### src/rtl/core/dthr_pkg.sv
// ----------------------------------------------------------------------------
// dthr_pkg: shared types and constants for the double to hex-real converter
// Field widths, bit positions and special encodings of both formats.
// ----------------------------------------------------------------------------
package dthr_pkg;

  localparam int unsigned WordW  = 64;
  localparam int unsigned BexpW  = 11;
  localparam int unsigned FracW  = 52;
  localparam int unsigned HexExpW = 7;
  localparam int unsigned MantW  = 56;

  localparam logic [BexpW-1:0] BexpAllOnes = 11'h7FF;
  // binary64 pattern of the double nearest 1e-77 (sign cleared)
  localparam logic [WordW-2:0] TinyMag     = 63'h2FF2_86D8_0EC1_90DC;
  localparam logic [HexExpW-1:0] ZeroExpField = 7'd64;
  // field = ((bexp+1)>>2) - 191
  localparam logic [BexpW-2:0] FieldBias   = 10'd191;

  typedef struct packed {
    logic               sign;
    logic               special;  // infinity or NaN
    logic               tiny;
    logic [BexpW-1:0]   bexp;
    logic [FracW-1:0]   frac;
  } dthr_s1_t;

  typedef struct packed {
    logic               sign;
    logic               force_zero;   // result word cleared, flag set
    logic               tiny;
    logic [HexExpW-1:0] field;
    logic [1:0]         shamt;
    logic [FracW-1:0]   frac;
  } dthr_s2_t;

endpackage

### src/rtl/core/double_to_hex_real8.sv
// ----------------------------------------------------------------------------
// double_to_hex_real8: IEEE-754 binary64 to excess-64 base-16 long real
// Three-stage pipeline: classify, exponent rebias, mantissa align.
// ----------------------------------------------------------------------------
// Usage:
//   Input channel ieee_bits_i with in_valid_i/in_ready_o; output channel
//   hex_real_o/out_of_range_o with out_valid_o/out_ready_i. A transaction
//   happens when valid and ready are both high at a rising edge.
//   Results pass the stage 1, stage 2 and output registers. One item is
//   accepted per cycle while out_ready_i is high; each stage advances
//   when empty or when its successor advances: a full pipeline streams.
//   When the receiver stalls, the output register holds its result and
//   the stages behind it fill up; in_ready_o drops once all three hold
//   items. Nothing is lost or repeated.
//   Reset (rst_ni low, asynchronous) clears all stage valid bits; data
//   registers are not reset. Exactly one result per input, in order.
//   Infinity, NaN and exponent overflow give a zero word with the flag
//   set; zeros, denormals and magnitudes below 1e-77 give mantissa 0,
//   exponent field 64, sign kept.
// ----------------------------------------------------------------------------
module double_to_hex_real8
  import dthr_pkg::*;
(
  input  logic             clk_i,
  input  logic             rst_ni,
  input  logic             in_valid_i,
  output logic             in_ready_o,
  input  logic [WordW-1:0] ieee_bits_i,
  output logic             out_valid_o,
  input  logic             out_ready_i,
  output logic [WordW-1:0] hex_real_o,
  output logic             out_of_range_o
);

  logic v1_q, v2_q, v3_q;
  logic adv1, adv2, adv3;
  dthr_s1_t s1_d, s1_q;
  dthr_s2_t s2_d, s2_q;
  logic [WordW-1:0] res_d, res_q;
  logic oor_d, oor_q;

  assign adv3 = !v3_q || out_ready_i;
  assign adv2 = !v2_q || adv3;
  assign adv1 = !v1_q || adv2;
  assign in_ready_o = adv1;

  // stage 1: classify
  always_comb begin
    s1_d.sign    = ieee_bits_i[WordW-1];
    s1_d.bexp    = ieee_bits_i[WordW-2 -: BexpW];
    s1_d.frac    = ieee_bits_i[FracW-1:0];
    s1_d.special = (s1_d.bexp == BexpAllOnes);
    s1_d.tiny    = (ieee_bits_i[WordW-2:0] < TinyMag);
  end

  // stage 2: exponent field
  logic [BexpW-1:0] bexp_p1;
  logic [BexpW-2:0] quad;
  always_comb begin
    bexp_p1 = s1_q.bexp + 11'd1;
    quad    = {1'b0, bexp_p1[BexpW-1:2]};
    s2_d.sign       = s1_q.sign;
    s2_d.tiny       = s1_q.tiny;
    s2_d.frac       = s1_q.frac;
    s2_d.shamt      = bexp_p1[1:0];
    s2_d.field      = HexExpW'(quad - FieldBias);
    // bexp=2047 wraps bexp_p1 to 0, but special is flagged separately
    s2_d.force_zero = s1_q.special ||
                      (!s1_q.tiny && ((quad < FieldBias) ||
                                      (quad > FieldBias + 10'd127)));
  end

  // stage 3: mantissa align and pack
  logic [MantW-1:0] mant;
  always_comb begin
    mant = MantW'({1'b1, s2_q.frac}) << s2_q.shamt;
    oor_d = s2_q.force_zero;
    if (s2_q.force_zero) begin
      res_d = '0;
    end else if (s2_q.tiny) begin
      res_d = {s2_q.sign, ZeroExpField, {MantW{1'b0}}};
    end else begin
      res_d = {s2_q.sign, s2_q.field, mant};
    end
  end

  always_ff @(posedge clk_i or negedge rst_ni) begin
    if (!rst_ni) begin
      v1_q <= 1'b0;
      v2_q <= 1'b0;
      v3_q <= 1'b0;
    end else begin
      if (adv1) v1_q <= in_valid_i;
      if (adv2) v2_q <= v1_q;
      if (adv3) v3_q <= v2_q;
    end
  end

  always_ff @(posedge clk_i) begin
    if (adv1 && in_valid_i) s1_q <= s1_d;
    if (adv2 && v1_q) s2_q <= s2_d;
    if (adv3 && v2_q) begin
      res_q <= res_d;
      oor_q <= oor_d;
    end
  end

  assign out_valid_o    = v3_q;
  assign hex_real_o     = res_q;
  assign out_of_range_o = oor_q;

  a_stall_hold: assert property (@(posedge clk_i) disable iff (!rst_ni)
    (out_valid_o && !out_ready_i) |=> (out_valid_o && $stable(hex_real_o)))
    else $error("result changed under stall");

  a_full_block: assert property (@(posedge clk_i) disable iff (!rst_ni)
    (v1_q && v2_q && v3_q && !out_ready_i) |-> !in_ready_o)
    else $error("accepted while full");

  a_flag_zero: assert property (@(posedge clk_i) disable iff (!rst_ni)
    (out_valid_o && out_of_range_o) |-> (hex_real_o == '0))
    else $error("flagged result not zero");

  a_latency: assert property (@(posedge clk_i) disable iff (!rst_ni)
    (in_valid_i && in_ready_o && !v1_q && !v2_q && !v3_q && out_ready_i)
      |=> ##2 out_valid_o)
    else $error("latency mismatch");

endmodule

### config.mk
export PLATFORM = sky130hd
export DESIGN_NAME = double_to_hex_real8
export DESIGN_NICKNAME = d
export VERILOG_FILES = /design/src/rtl/core/dthr_pkg.sv /design/src/rtl/core/double_to_hex_real8.sv
export SDC_FILE = /design/constraint.sdc
export NUM_CORES = 1
export LEC_CHECK = 0
export ABC_AREA = 1
export BUFFER_PORTS_ARGS = -buffer_cell sky130_fd_sc_hd__buf_2
export CAP_MARGIN = 0
export CORE_UTILIZATION = 47
export CTS_BUF_LIST = sky130_fd_sc_hd__clkbuf_4 sky130_fd_sc_hd__clkbuf_8
export DETAILED_ROUTE_END_ITERATION = 10
export PLACE_DENSITY_LB_ADDON = 0.1
export SLEW_MARGIN = 30
export SYNTH_ARGS = -nofsm -noshare
export SYNTH_HDL_FRONTEND = slang
export SYNTH_SLANG_ARGS = --single-unit
### constraint.sdc
create_clock -name clk_i -period 5 [get_ports clk_i]
set_input_delay 1 -clock clk_i [delete_from_list [all_inputs] [get_ports clk_i]]
set_output_delay 1 -clock clk_i [all_outputs]
set_load 0.03 [all_outputs]
Word-level counts from Yosys, hierarchy flattened
Index checks and enable logic that the tools add are counted.
- input bits: 68
- flip-flop bits (word level): 198
- word-level logic and storage cells: 39
- output and inout bits: 67
- eq/ne operators: 1
- add/sub/neg operators: 2
- reduce and logical (&&, ||, !) cells: 14
- shift-type cells: 1
- order comparisons: 3
- muxes and demuxes: 1
- operators by type and width (operator ; count):
    < comparator 63 x 62 -> 1 bit, second input constant ; 1
    2-to-1 mux 63 bit ; 1
    << shifter 53 x 2 -> 56 bit ; 1
    adder 11 x 1 -> 11 bit, second input constant ; 1
    equality test 11 bit, second input constant ; 1
    > comparator 9 bit, second input constant ; 1
    < comparator 9 x 8 -> 1 bit, second input constant ; 1
    subtractor 7 x 6 -> 7 bit, second input constant ; 1
    logical OR 1 bit ; 5
    logical AND 1 bit ; 4
    zero test 1 bit ; 4
    OR reduction 2 bit ; 1

Logic depth before layout (Yosys ltp)
Gate-level depths: netlist (run 1).
- depth in word-level cells: 5
- depth in mapped cells: 11
- mapped depth without buffers: 11

Least setup slack after synthesis (run 1)
OpenSTA, ideal clock, no wires.
- path kind: input to register
- start point: input out_ready_i
- end point: register res_q[0] (netlist: hex_real_o[0]) (enable)
- arrival: 4.179 ns
- required time: 4.491 ns
- stages on the path: 2
- slack: 0.311 ns
- library setup time: 0.509 ns
- buffers on the path: 0
- cells stage by stage: inv_1 a21oi_1
- cells in the longest elaborated chain, start to end: 2
- ends and longest elaborated chain (item ; line ; RTL):
    start: declaration ; double_to_hex_real8.sv:30 ; input logic out_ready_i,
    logical OR 1 bit ; double_to_hex_real8.sv:42 ; assign adv3 = !v3_q || out_ready_i;
    logical AND 1 bit ; double_to_hex_real8.sv:102 ; if (adv3 && v2_q) begin
    end signal: assignment ; double_to_hex_real8.sv:103 ; res_q <= res_d;
    end: declaration ; double_to_hex_real8.sv:39 ; logic [WordW-1:0] res_d, res_q;
Every way passes these cells.
A chain may end at the register's enable or synchronous reset.

Final worst setup path (run 1)
- start point: input out_ready_i
- end point: output in_ready_o
- cells in the longest elaborated chain, start to end: 3
- ends and longest elaborated chain (item ; line ; RTL):
    logical OR 1 bit ; double_to_hex_real8.sv:42 ;
    logical OR 1 bit ; double_to_hex_real8.sv:43 ; assign adv2 = !v2_q || adv3;
    logical OR 1 bit ; double_to_hex_real8.sv:44 ; assign adv1 = !v1_q || adv2;
    end: declaration ; double_to_hex_real8.sv:27 ; output logic in_ready_o,
Every way passes these cells.

==> run_results.csv, run 1 <==
group,metric,value,unit
timing,setup_viol,0,
yosys,synth_area_leaders,"edfxtp_1 (74%), mux2i_1 (6.5%), o22ai_1 (4.1%), nand2_1 (2.9%), inv_1 (2.0%)",
clock_network,clkSlewWorstSetupHoldPaths,0.09,ns
yosys,ys_seq_area_frac,0.755,
worst_setup_path,timing.rr.end,"s2_q[63]$_DFFE_PP_",
timing,timing.fmax,371,MHz
yosys,synth_cell_types,35,
timing,holdWs,0.324,ns
timing,slew_viol_final,0,
drt,wire_per_inst,14.9,um
yosys,muxShareOfSynthArea,0.0649,
yosys,yosysWarnings,0,
clock_network,root_buffer,"clkbuf_8",
timing,period_minus_slack,2.69,ns
worst_hold_path,hold_class,"in2async",
yosys,synth_top_area_cell,"edfxtp_1",
clock_network,cts_sinks,198,
yosys,synth_top_area_frac,0.745,
worst_setup_path,worstSetupStartpointType,"input port",
worst_setup_path,critPathMaxStageDelay,0.19,ns
yosys,syn_avg_cell_area,14.9,um^2
placement,place_area,8740,um^2
drt,dr.pass1.iters,4,
worst_setup_path,crit_path_max_fanout,3,
drt,viasPerCell,5.00,
finish,syn2layout_area_growth,16.3,%
grt,grt_pass1_vias,4460,
finish,post_route_cells_drive_above_1_share,0.274,
drt,route.detailed.drc,0,
timing,period_share,0.539,
worst_setup_path,reg2reg_depth,6,
timing,rsz0062_at_grt,"false",
yosys,syn_nets,598,
floorplan,die_h,131,um
finish,fin_area,9140,um^2
power,totalPowerFinal,4.15,mW
clock_network,postCtsSetupRepairBufs,0,
timing,final.setup.worst_slack,2.31,ns
yosys,synth_fa_ha_area_frac,0.00478,
grt,grt_max_degree,55,
drt,vias,4484,
power,peakVddDrop,0.000174,V
yosys,postSynthCellCount,527,
grt,antenna_found_initial,0,
placement,place_ws,2.18,ns
clock_network,cts_made_buffers,17,
drt,drtIter0Drc,273,
worst_setup_path,ff2ff_setup_slack,2.94,ns
floorplan,coreArea,16100,um^2
clock_network,cts_buffer_depth,2,
clock_network,hold_buffers,0,
finish,num_antenna_cells,0,
worst_setup_path,endpoint_kind,"output port",
clock_network,cts.repair.resized,0,
yosys,yosys_register_bits,198,
floorplan,io_pins,135,
floorplan,start_util,0.488,
timing,worst_slew_pin_slew,0.889,ns
yosys,synthXorXnorAreaFrac,0.00669,
timing,hold_viol,0,
placement,io_buffers,134,
timing,relSlewSlack,0.406,
worst_setup_path,crit_end,"in_ready_o",
drt,antenna_left,0,
grt,grt_pass1_wl,21.6,mm
worst_setup_path,crit_path_start,"out_ready_i",
floorplan,die_area,17200,um^2
finish,fin_nets,738,
job,max_cap_viol_count,0,
power,p_leak,3.65,nW
worst_setup_path,crit_arrival,1.69,ns
timing,skew,0.0131,ns
drt,wirelength,13.3,mm
worst_setup_path,r2r_start,"out_valid_o$_DFFE_PN0P_",
grt,grtUsageTotal,0.164,
worst_setup_path,cpMaxStageDelayCell,"buf_2",
clock_network,cts_tree,"built",
clock_network,h-tree-depth,4,
yosys,synth-compound-area-share,0.0517,
yosys,synth_top_family_by_area,"simple AND/OR/NAND/NOR gates",
clock_network,clk_latency,0.45,ns
grt,grt_overflow,0,
floorplan,chipWidth,131,um
placement,gp_congestion,0.813,
worst_setup_path,path_cells,"buf_2, inv_1, nand2_1, nor2_1, nand2_1, buf_2",
yosys,synthSimpleGateAreaFrac,0.0834,
worst_setup_path,required,4.00,ns
worst_setup_path,path_class,"in2out",
outcome,outcome,"complete, no violations",
power,p_per_area,454,nW/um^2
floorplan,num_rows,46,
placement,dp_hpwl,9.69,mm
yosys,syn-cell-area,7860,um^2
timing,timing.setup.tns,0,ns
==> synthesized netlist by cell type, drive strengths merged <==
library cell  instances
nor3                  7
a31o                  1
nor3b                 2
ha                    3
xor2                  5
inv                  42
edfxtp              195
o21ai                 2
a31oi                 1
xnor2                 1
nor2                 44
nand4                 8
a21boi                1
a21o                  1
o21bai                1
o22ai                52
clkbuf                6
dfrtp                 3
nand3                 9
mux2i                51
nand2                67
nand3b                3
buf                  11
nor4b                 1
a21oi                 6
or2                   4
==> placed cells by master (no fill, tap or decap), drive strengths merged <==
master and count:
edfxtp 195, xnor2 1, ha 3, nand4 8, a31oi 1, xor2 5
clkbuf 17, nor4b 1, bufinv 3, clkinvlp 2, nor3b 2, buf 138
nand2 67, nand3 9, inv 44, o21ai 2, clkinv 8, nand3b 3
mux2i 51, nor3 7, a21o 1, dfrtp 3, nor2 44, a31o 1
or2 4, a21oi 6, a21boi 1, o21bai 1, o22ai 52
==> worst max-delay path: cells and delay by family <==
family / cells / cell delay, ns
buffers and inverters: 3 / 0.39
AND/OR/NAND/NOR: 3 / 0.31
==> area by class of cell <==
cell class,instances,area [um^2]
Clock buffer,17,234
Clock inverter,15,160
Fill cell,1373,6980
Inverter,42,160
Multi-Input combinational cell,270,1680
Sequential cell,198,5930
Tap cell,216,270
Timing Repair Buffer,138,701
==> where the power goes <==
group,switching [mW],internal [mW]
clock network,0.522,0.488
logic,0.620,0.235
registers,0.0960,2.19
total,1.24,2.91
==> cells by family (layout without fill, tap and decap cells) <==
family,count (synthesis),in the layout
DFF,198,198
and+or+nand+nor,145,145
adders and majority gates,3,3
AOI/OAI and AO/OA,65,65
xor gates and xnor gates,6,6
muxes,51,51
buffers and inverters,59,212
==> stage by stage <==
| stage | cells | utilization |
|---|---|---|
| CTS | 896 | 0.567 |
| detailed placement | 864 | 0.542 |
| global placement | 864 | 0.542 |
| global route | 896 | 0.567 |
| floorplan | 527 | - |
| finish | 896 | 0.567 |
==> metal layers <==
metal	GRT usage	share of wire	up-vias
met5	0	0	-
met4	0.0762	0.026	0
met3	0.0359	0.043	28
met2	0.283	0.50	139
met1	0.196	0.43	2087
li1	-	-	2230
==> flip-flops by register name, summed over array words and instances (netlist names) <==
register / cells
hex_real_o: 64
oor_d: 1
out_valid_o: 1
out_of_range_o: 1
v1_q: 1
v2_q: 1
s2_q: 63
s1_q: 66
==> how the worst min path moves through the flow <==
stage / startpoint / endpoint / slack (ns)
5_1_grt: rst_ni / out_valid_o$_DFFE_PN0P_ / 0.30
2_1_floorplan: s1_q[0]$_DFFE_PP_ / s2_q[0]$_DFFE_PP_ / 0.40
3_3_place_gp: s1_q[30]$_DFFE_PP_ / s2_q[30]$_DFFE_PP_ / 0.40
4_1_cts: rst_ni / v1_q$_DFFE_PN0N_ / 0.29
6_report: rst_ni / v1_q$_DFFE_PN0N_ / 0.32
3_5_place_dp: s1_q[14]$_DFFE_PP_ / s2_q[14]$_DFFE_PP_ / 0.40
(Power assumes the default switching activity.)
==> inputs of run 2 (changes only) <==
clock period = 2.7 ns   (was 5 ns; I/O delays follow)
==> run_results.csv, run 2 (synthesis results as in run 1) <==
group,metric,value,unit
drt,wirelength,13.3,mm
worst_setup_path,reg2reg_depth,7,
clock_network,clkSlewWorstSetupHoldPaths,0.09,ns
worst_setup_path,crit_arrival,2.15,ns
worst_hold_path,hold_class,"in2reg",
finish,regArea,5930,um^2
timing,period_share,0.717,
clock_network,cts_sinks,198,
timing,timing.setup.tns,0,ns
drt,drtIter0Drc,236,
clock_network,hold_buffers,1,
worst_setup_path,path_class,"reg2reg",
placement,gp_congestion,0.811,
floorplan,die_area,17200,um^2
drt,vias,4509,
finish,fillers,1319,
clock_network,h-tree-depth,4,
floorplan,coreArea,16100,um^2
timing,hold_viol,0,
finish,layout_commonest_cell,"edfxtp_1",
worst_setup_path,crit_path_max_fanout,5,
outcome,outcome,"complete, no violations",
drt,dr.pass1.iters,4,
finish,fin_nets,740,
timing,skew,0.0107,ns
grt,grt_overflow,0,
drt,wire_per_inst,14.9,um
worst_hold_path,min_to,"s1_q[65]$_DFFE_PP_",
finish,multi_input_comb_area,1680,um^2
job,max_cap_viol_count,0,
grt,grt_max_degree,67,
worst_setup_path,endpoint_kind,"flip-flop",
timing,relSlewSlack,0.445,
clock_network,clk_latency,0.45,ns
timing,rsz0062_at_grt,"false",
power,p_per_area,853,nW/um^2
worst_hold_path,min_path_cells,1,
worst_setup_path,worstSetupStartpointType,"flip-flop",
floorplan,num_rows,46,
clock_network,root_buffer,"clkbuf_8",
timing,period_minus_slack,1.94,ns
floorplan,die_h,131,um
timing,worst_slew_pin_slew,0.832,ns
placement,dp_hpwl,9.30,mm
timing,slew_viol_final,0,
clock_network,postCtsSetupRepairBufs,0,
finish,largest_register_ffs,66,
worst_setup_path,r2r_start,"s1_q[52]$_DFFE_PP_",
worst_setup_path,required,2.91,ns
worst_hold_path,holdCritStartpoint,"ieee_bits_i[63]",
clock_network,cts.repair.resized,0,
finish,post_route_cells_drive_above_1_share,0.276,
finish,final_cell_mix,"edfxtp_1 (195), buf_2 (134), nand2_1 (60)",
timing,setup_viol,0,
clock_network,cts_tree,"built",
floorplan,start_util,0.488,
floorplan,io_pins,135,
timing,timing.fmax,516,MHz
placement,io_buffers,134,
drt,route.detailed.drc,0,
floorplan,chipWidth,131,um
grt,grt_pass1_wl,21.1,mm
worst_setup_path,timing.rr.end,"s2_q[60]$_DFFE_PP_",
finish,syn2layout_area_growth,17.3,%
drt,viasPerCell,5.03,
worst_setup_path,ff2ff_setup_slack,0.76,ns
clock_network,cts_buffer_depth,2,
finish,num_antenna_cells,0,
grt,grt_pass1_vias,4312,
power,peakVddDrop,0.000395,V
drt,antenna_left,0,
finish,largest_register,"s1_q",
clock_network,cts_made_buffers,17,
finish,fin_area,9220,um^2
grt,grtUsageTotal,0.161,
power,p_leak,3.68,nW
placement,place_area,8770,um^2
grt,antenna_found_initial,0,
==> run 2: power by group <==
part	leakage [nW]	internal, mW	total [mW]	switching, mW
clock network	0.213	1.10	2.03	0.925
registers	1.94	4.04	4.22	0.172
logic	1.53	0.457	1.62	1.16
total	3.68	5.60	7.86	2.26
==> run 2: layout make-up <==
class | count | area share
Inverter | 42 | 0.0175
Clock buffer | 19 | 0.0270
Sequential cell | 198 | 0.643
Tap cell | 216 | 0.0293
Clock inverter | 11 | 0.0198
Timing Repair Buffer | 140 | 0.0806
Multi-Input combinational cell | 270 | 0.183
==> run 2: how the worst max path moves through the flow <==
stage	cells after the start	slack [ns]	startpoint	endpoint
global placement	8	0.60	out_ready_i	s1_q[6]$_DFFE_PP_
detailed placement	8	0.53	out_ready_i	s1_q[4]$_DFFE_PP_
global route	11	0.57	s1_q[52]$_DFFE_PP_	oor_d$_DFFE_PP_
finish	7	0.76	s1_q[52]$_DFFE_PP_	s2_q[60]$_DFFE_PP_
CTS	4	0.73	oor_d$_DFFE_PP_	hex_real_o[33]$_SDFFCE_PP0P_
floorplan	6	0.10	out_ready_i	s1_q[0]$_DFFE_PP_
==> run 2: critical path: stages, from the launching register on <==
cell	delay (ns)
edfxtp_1	0.46
ha_1	0.28
xor2_1	0.29
ha_1	0.24
nand2_1	0.07
nor2_1	0.16
nand2_1	0.09
xnor2_1	0.12
==> run 2: per-stage QoR <==
step                 util  setup WS (ns)  hold slack, ns  instances  power (mW)
global placement    0.544          0.601           0.335        865        5.88
global route        0.572          0.574           0.227        896        8.20
CTS                 0.572          0.734           0.226        896        7.93
floorplan               -          0.103           0.244        527        5.42
finish              0.572          0.763           0.265        896        7.86
detailed placement  0.544          0.530           0.339        865        5.92
==> run 2: routing by layer <==
layer / share of wire / vias to the layer above / GRT usage
met1: 0.44 / 2111 / 0.201
li1: - / 2237 / -
met2: 0.50 / 148 / 0.272
met3: 0.050 / 13 / 0.0374
met4: 0.011 / 0 / 0.0620
met5: 0 / - / 0
==> inputs of run 3 (changes only) <==
clock period = 1.7 ns   (was 2.7 ns; I/O delays follow)
==> run_results.csv, run 3 (synthesis results as in run 1) <==
group,metric,value,unit
worst_hold_path,hold_class,"in2reg",
worst_setup_path,reg2reg_depth,11,
timing,period_share,0.993,
grt,grt_max_degree,67,
worst_setup_path,crit_arrival,1.88,ns
worst_setup_path,worstSetupStartpointType,"flip-flop",
timing,timing.setup.tns,0,ns
floorplan,coreArea,16100,um^2
finish,final_cell_mix,"edfxtp_1 (195), buf_2 (133), nand2_1 (55)",
timing,rsz0062_at_grt,"true",
grt,grt_pass1_vias,4333,
finish,post_route_cells_drive_above_1_share,0.311,
worst_setup_path,crit_path_max_fanout,3,
drt,antenna_left,0,
finish,largest_register_ffs,66,
drt,viasPerCell,4.96,
floorplan,start_util,0.488,
clock_network,root_buffer,"clkbuf_8",
clock_network,clkSlewWorstSetupHoldPaths,0.08,ns
drt,vias,4518,
clock_network,cts_buffer_depth,2,
finish,syn2layout_area_growth,20.3,%
finish,largest_register,"s1_q",
placement,place_ws,-0.0635,ns
grt,antenna_found_initial,0,
floorplan,die_area,17200,um^2
timing,worst_slew_pin_slew,0.362,ns
finish,fin_area,9460,um^2
floorplan,die_h,131,um
timing,relSlewSlack,0.759,
grt,grt_pass1_wl,21.4,mm
drt,dr.pass1.iters,4,
grt,grtUsageTotal,0.163,
timing,period_minus_slack,1.69,ns
power,p_leak,3.75,nW
timing,final.setup.worst_slack,0.0125,ns
floorplan,chipWidth,131,um
finish,fin_nets,755,
timing,setup_viol,0,
grt,grt_overflow,0,
drt,drtIter0Drc,313,
worst_hold_path,min_path_cells,1,
floorplan,num_rows,46,
outcome,outcome,"complete, no violations",
timing,skew,0.0111,ns
timing,hold_viol,0,
placement,gp_congestion,0.784,
clock_network,cts_made_buffers,17,
drt,route.detailed.drc,0,
clock_network,clk_latency,0.44,ns
power,totalPowerFinal,12.4,mW
finish,fillers,1290,
worst_setup_path,required,1.89,ns
placement,dp_hpwl,9.69,mm
clock_network,h-tree-depth,4,
drt,wirelength,13.5,mm
timing,slew_viol_final,0,
finish,layout_commonest_cell,"edfxtp_1",
timing,timing.fmax,593,MHz
clock_network,cts_tree,"built",
finish,num_antenna_cells,0,
job,max_cap_viol_count,0,
power,p_per_area,1310,nW/um^2
clock_network,cts_sinks,198,
worst_setup_path,path_class,"reg2reg",
floorplan,io_pins,135,
power,peakVddDrop,0.000592,V
placement,io_buffers,134,
worst_setup_path,endpoint_kind,"flip-flop",
drt,wire_per_inst,14.8,um
placement,place_area,8960,um^2
-- run 3: cell types whose count changed in the layout (fill, tap and decap cells not counted), moves of 2 or more --
cell / delta
nor2_1: -3
nand3_4: +2
bufinv_16: -2
nand3_2: -2
clkinv_2: -2
nand2_2: +4
ha_1: -2
clkinvlp_4: +2
nor2_4: +2
buf_4: +10
buf_12: +6
nand2_1: -5
-- run 3: critical path, stage by stage (launching register included) --
cell      delay [ns]
edfxtp_1        0.45
ha_4            0.22
xor2_4          0.16
inv_1           0.09
ha_1            0.14
inv_1           0.04
nand2_1         0.06
nor2_1          0.04
nand3b_1        0.07
nand2_1         0.05
nand3_1         0.07
nand2_1         0.05
-- run 3: power by group --
part           total, mW  internal, mW  switching (mW)
clock               2.96          1.47            1.49
combinational       2.75         0.858            1.89
sequential          6.70          6.42           0.280
-- run 3: through the flow --
stage / util / instances / hold slack, ns
finish: 0.587 / 911 / 0.0803
global route: 0.587 / 911 / 0.0319
CTS: 0.583 / 908 / 0.0422
detailed placement: 0.556 / 875 / 0.139
global placement: 0.556 / 875 / 0.137
floorplan: - / 527 / 0.0444
-- run 3: repair_timing --
item	4_1_cts	5_1_grt
hold endpoints to repair	3	0
resized for setup	4	7
hold buffers	1	0
buffers inserted	2	3
gates cloned	0	0
pin swaps	4	9
setup endpoints to repair	3	5
-- run 3: layout make-up --
class	count	area, um^2	area share
sequential	198	5930	0.627
timing repair buffer	155	933	0.0987
multi-input combinational	270	1770	0.187
tap	216	270	0.0286
inverter	42	165	0.0175
clock inverter	10	133	0.0140
clock buffer	20	256	0.0271
-- run 3: metal layers --
layer  vias to the layer above  wire (um)  track usage
met1                      2112       5810        0.203
met5                         -          0            0
li1                       2260          -            -
met2                       134       6740        0.278
met3                        12        806       0.0405
met4                         0        138       0.0523
-- run 3: worst paths after layout --
path | start | end | slack, ns
max | s1_q[53]$_DFFE_PP_ | oor_d$_DFFE_PP_ | 0.01
min in group asynchronous | rst_ni | v1_q$_DFFE_PN0N_ | 0.22
min | ieee_bits_i[63] | s1_q[65]$_DFFE_PP_ | 0.08
max in group asynchronous | rst_ni | out_valid_o$_DFFE_PN0P_ | 1.37
min reg2reg | s1_q[7]$_DFFE_PP_ | s2_q[7]$_DFFE_PP_ | 0.42
max reg2reg | s1_q[53]$_DFFE_PP_ | oor_d$_DFFE_PP_ | 0.01
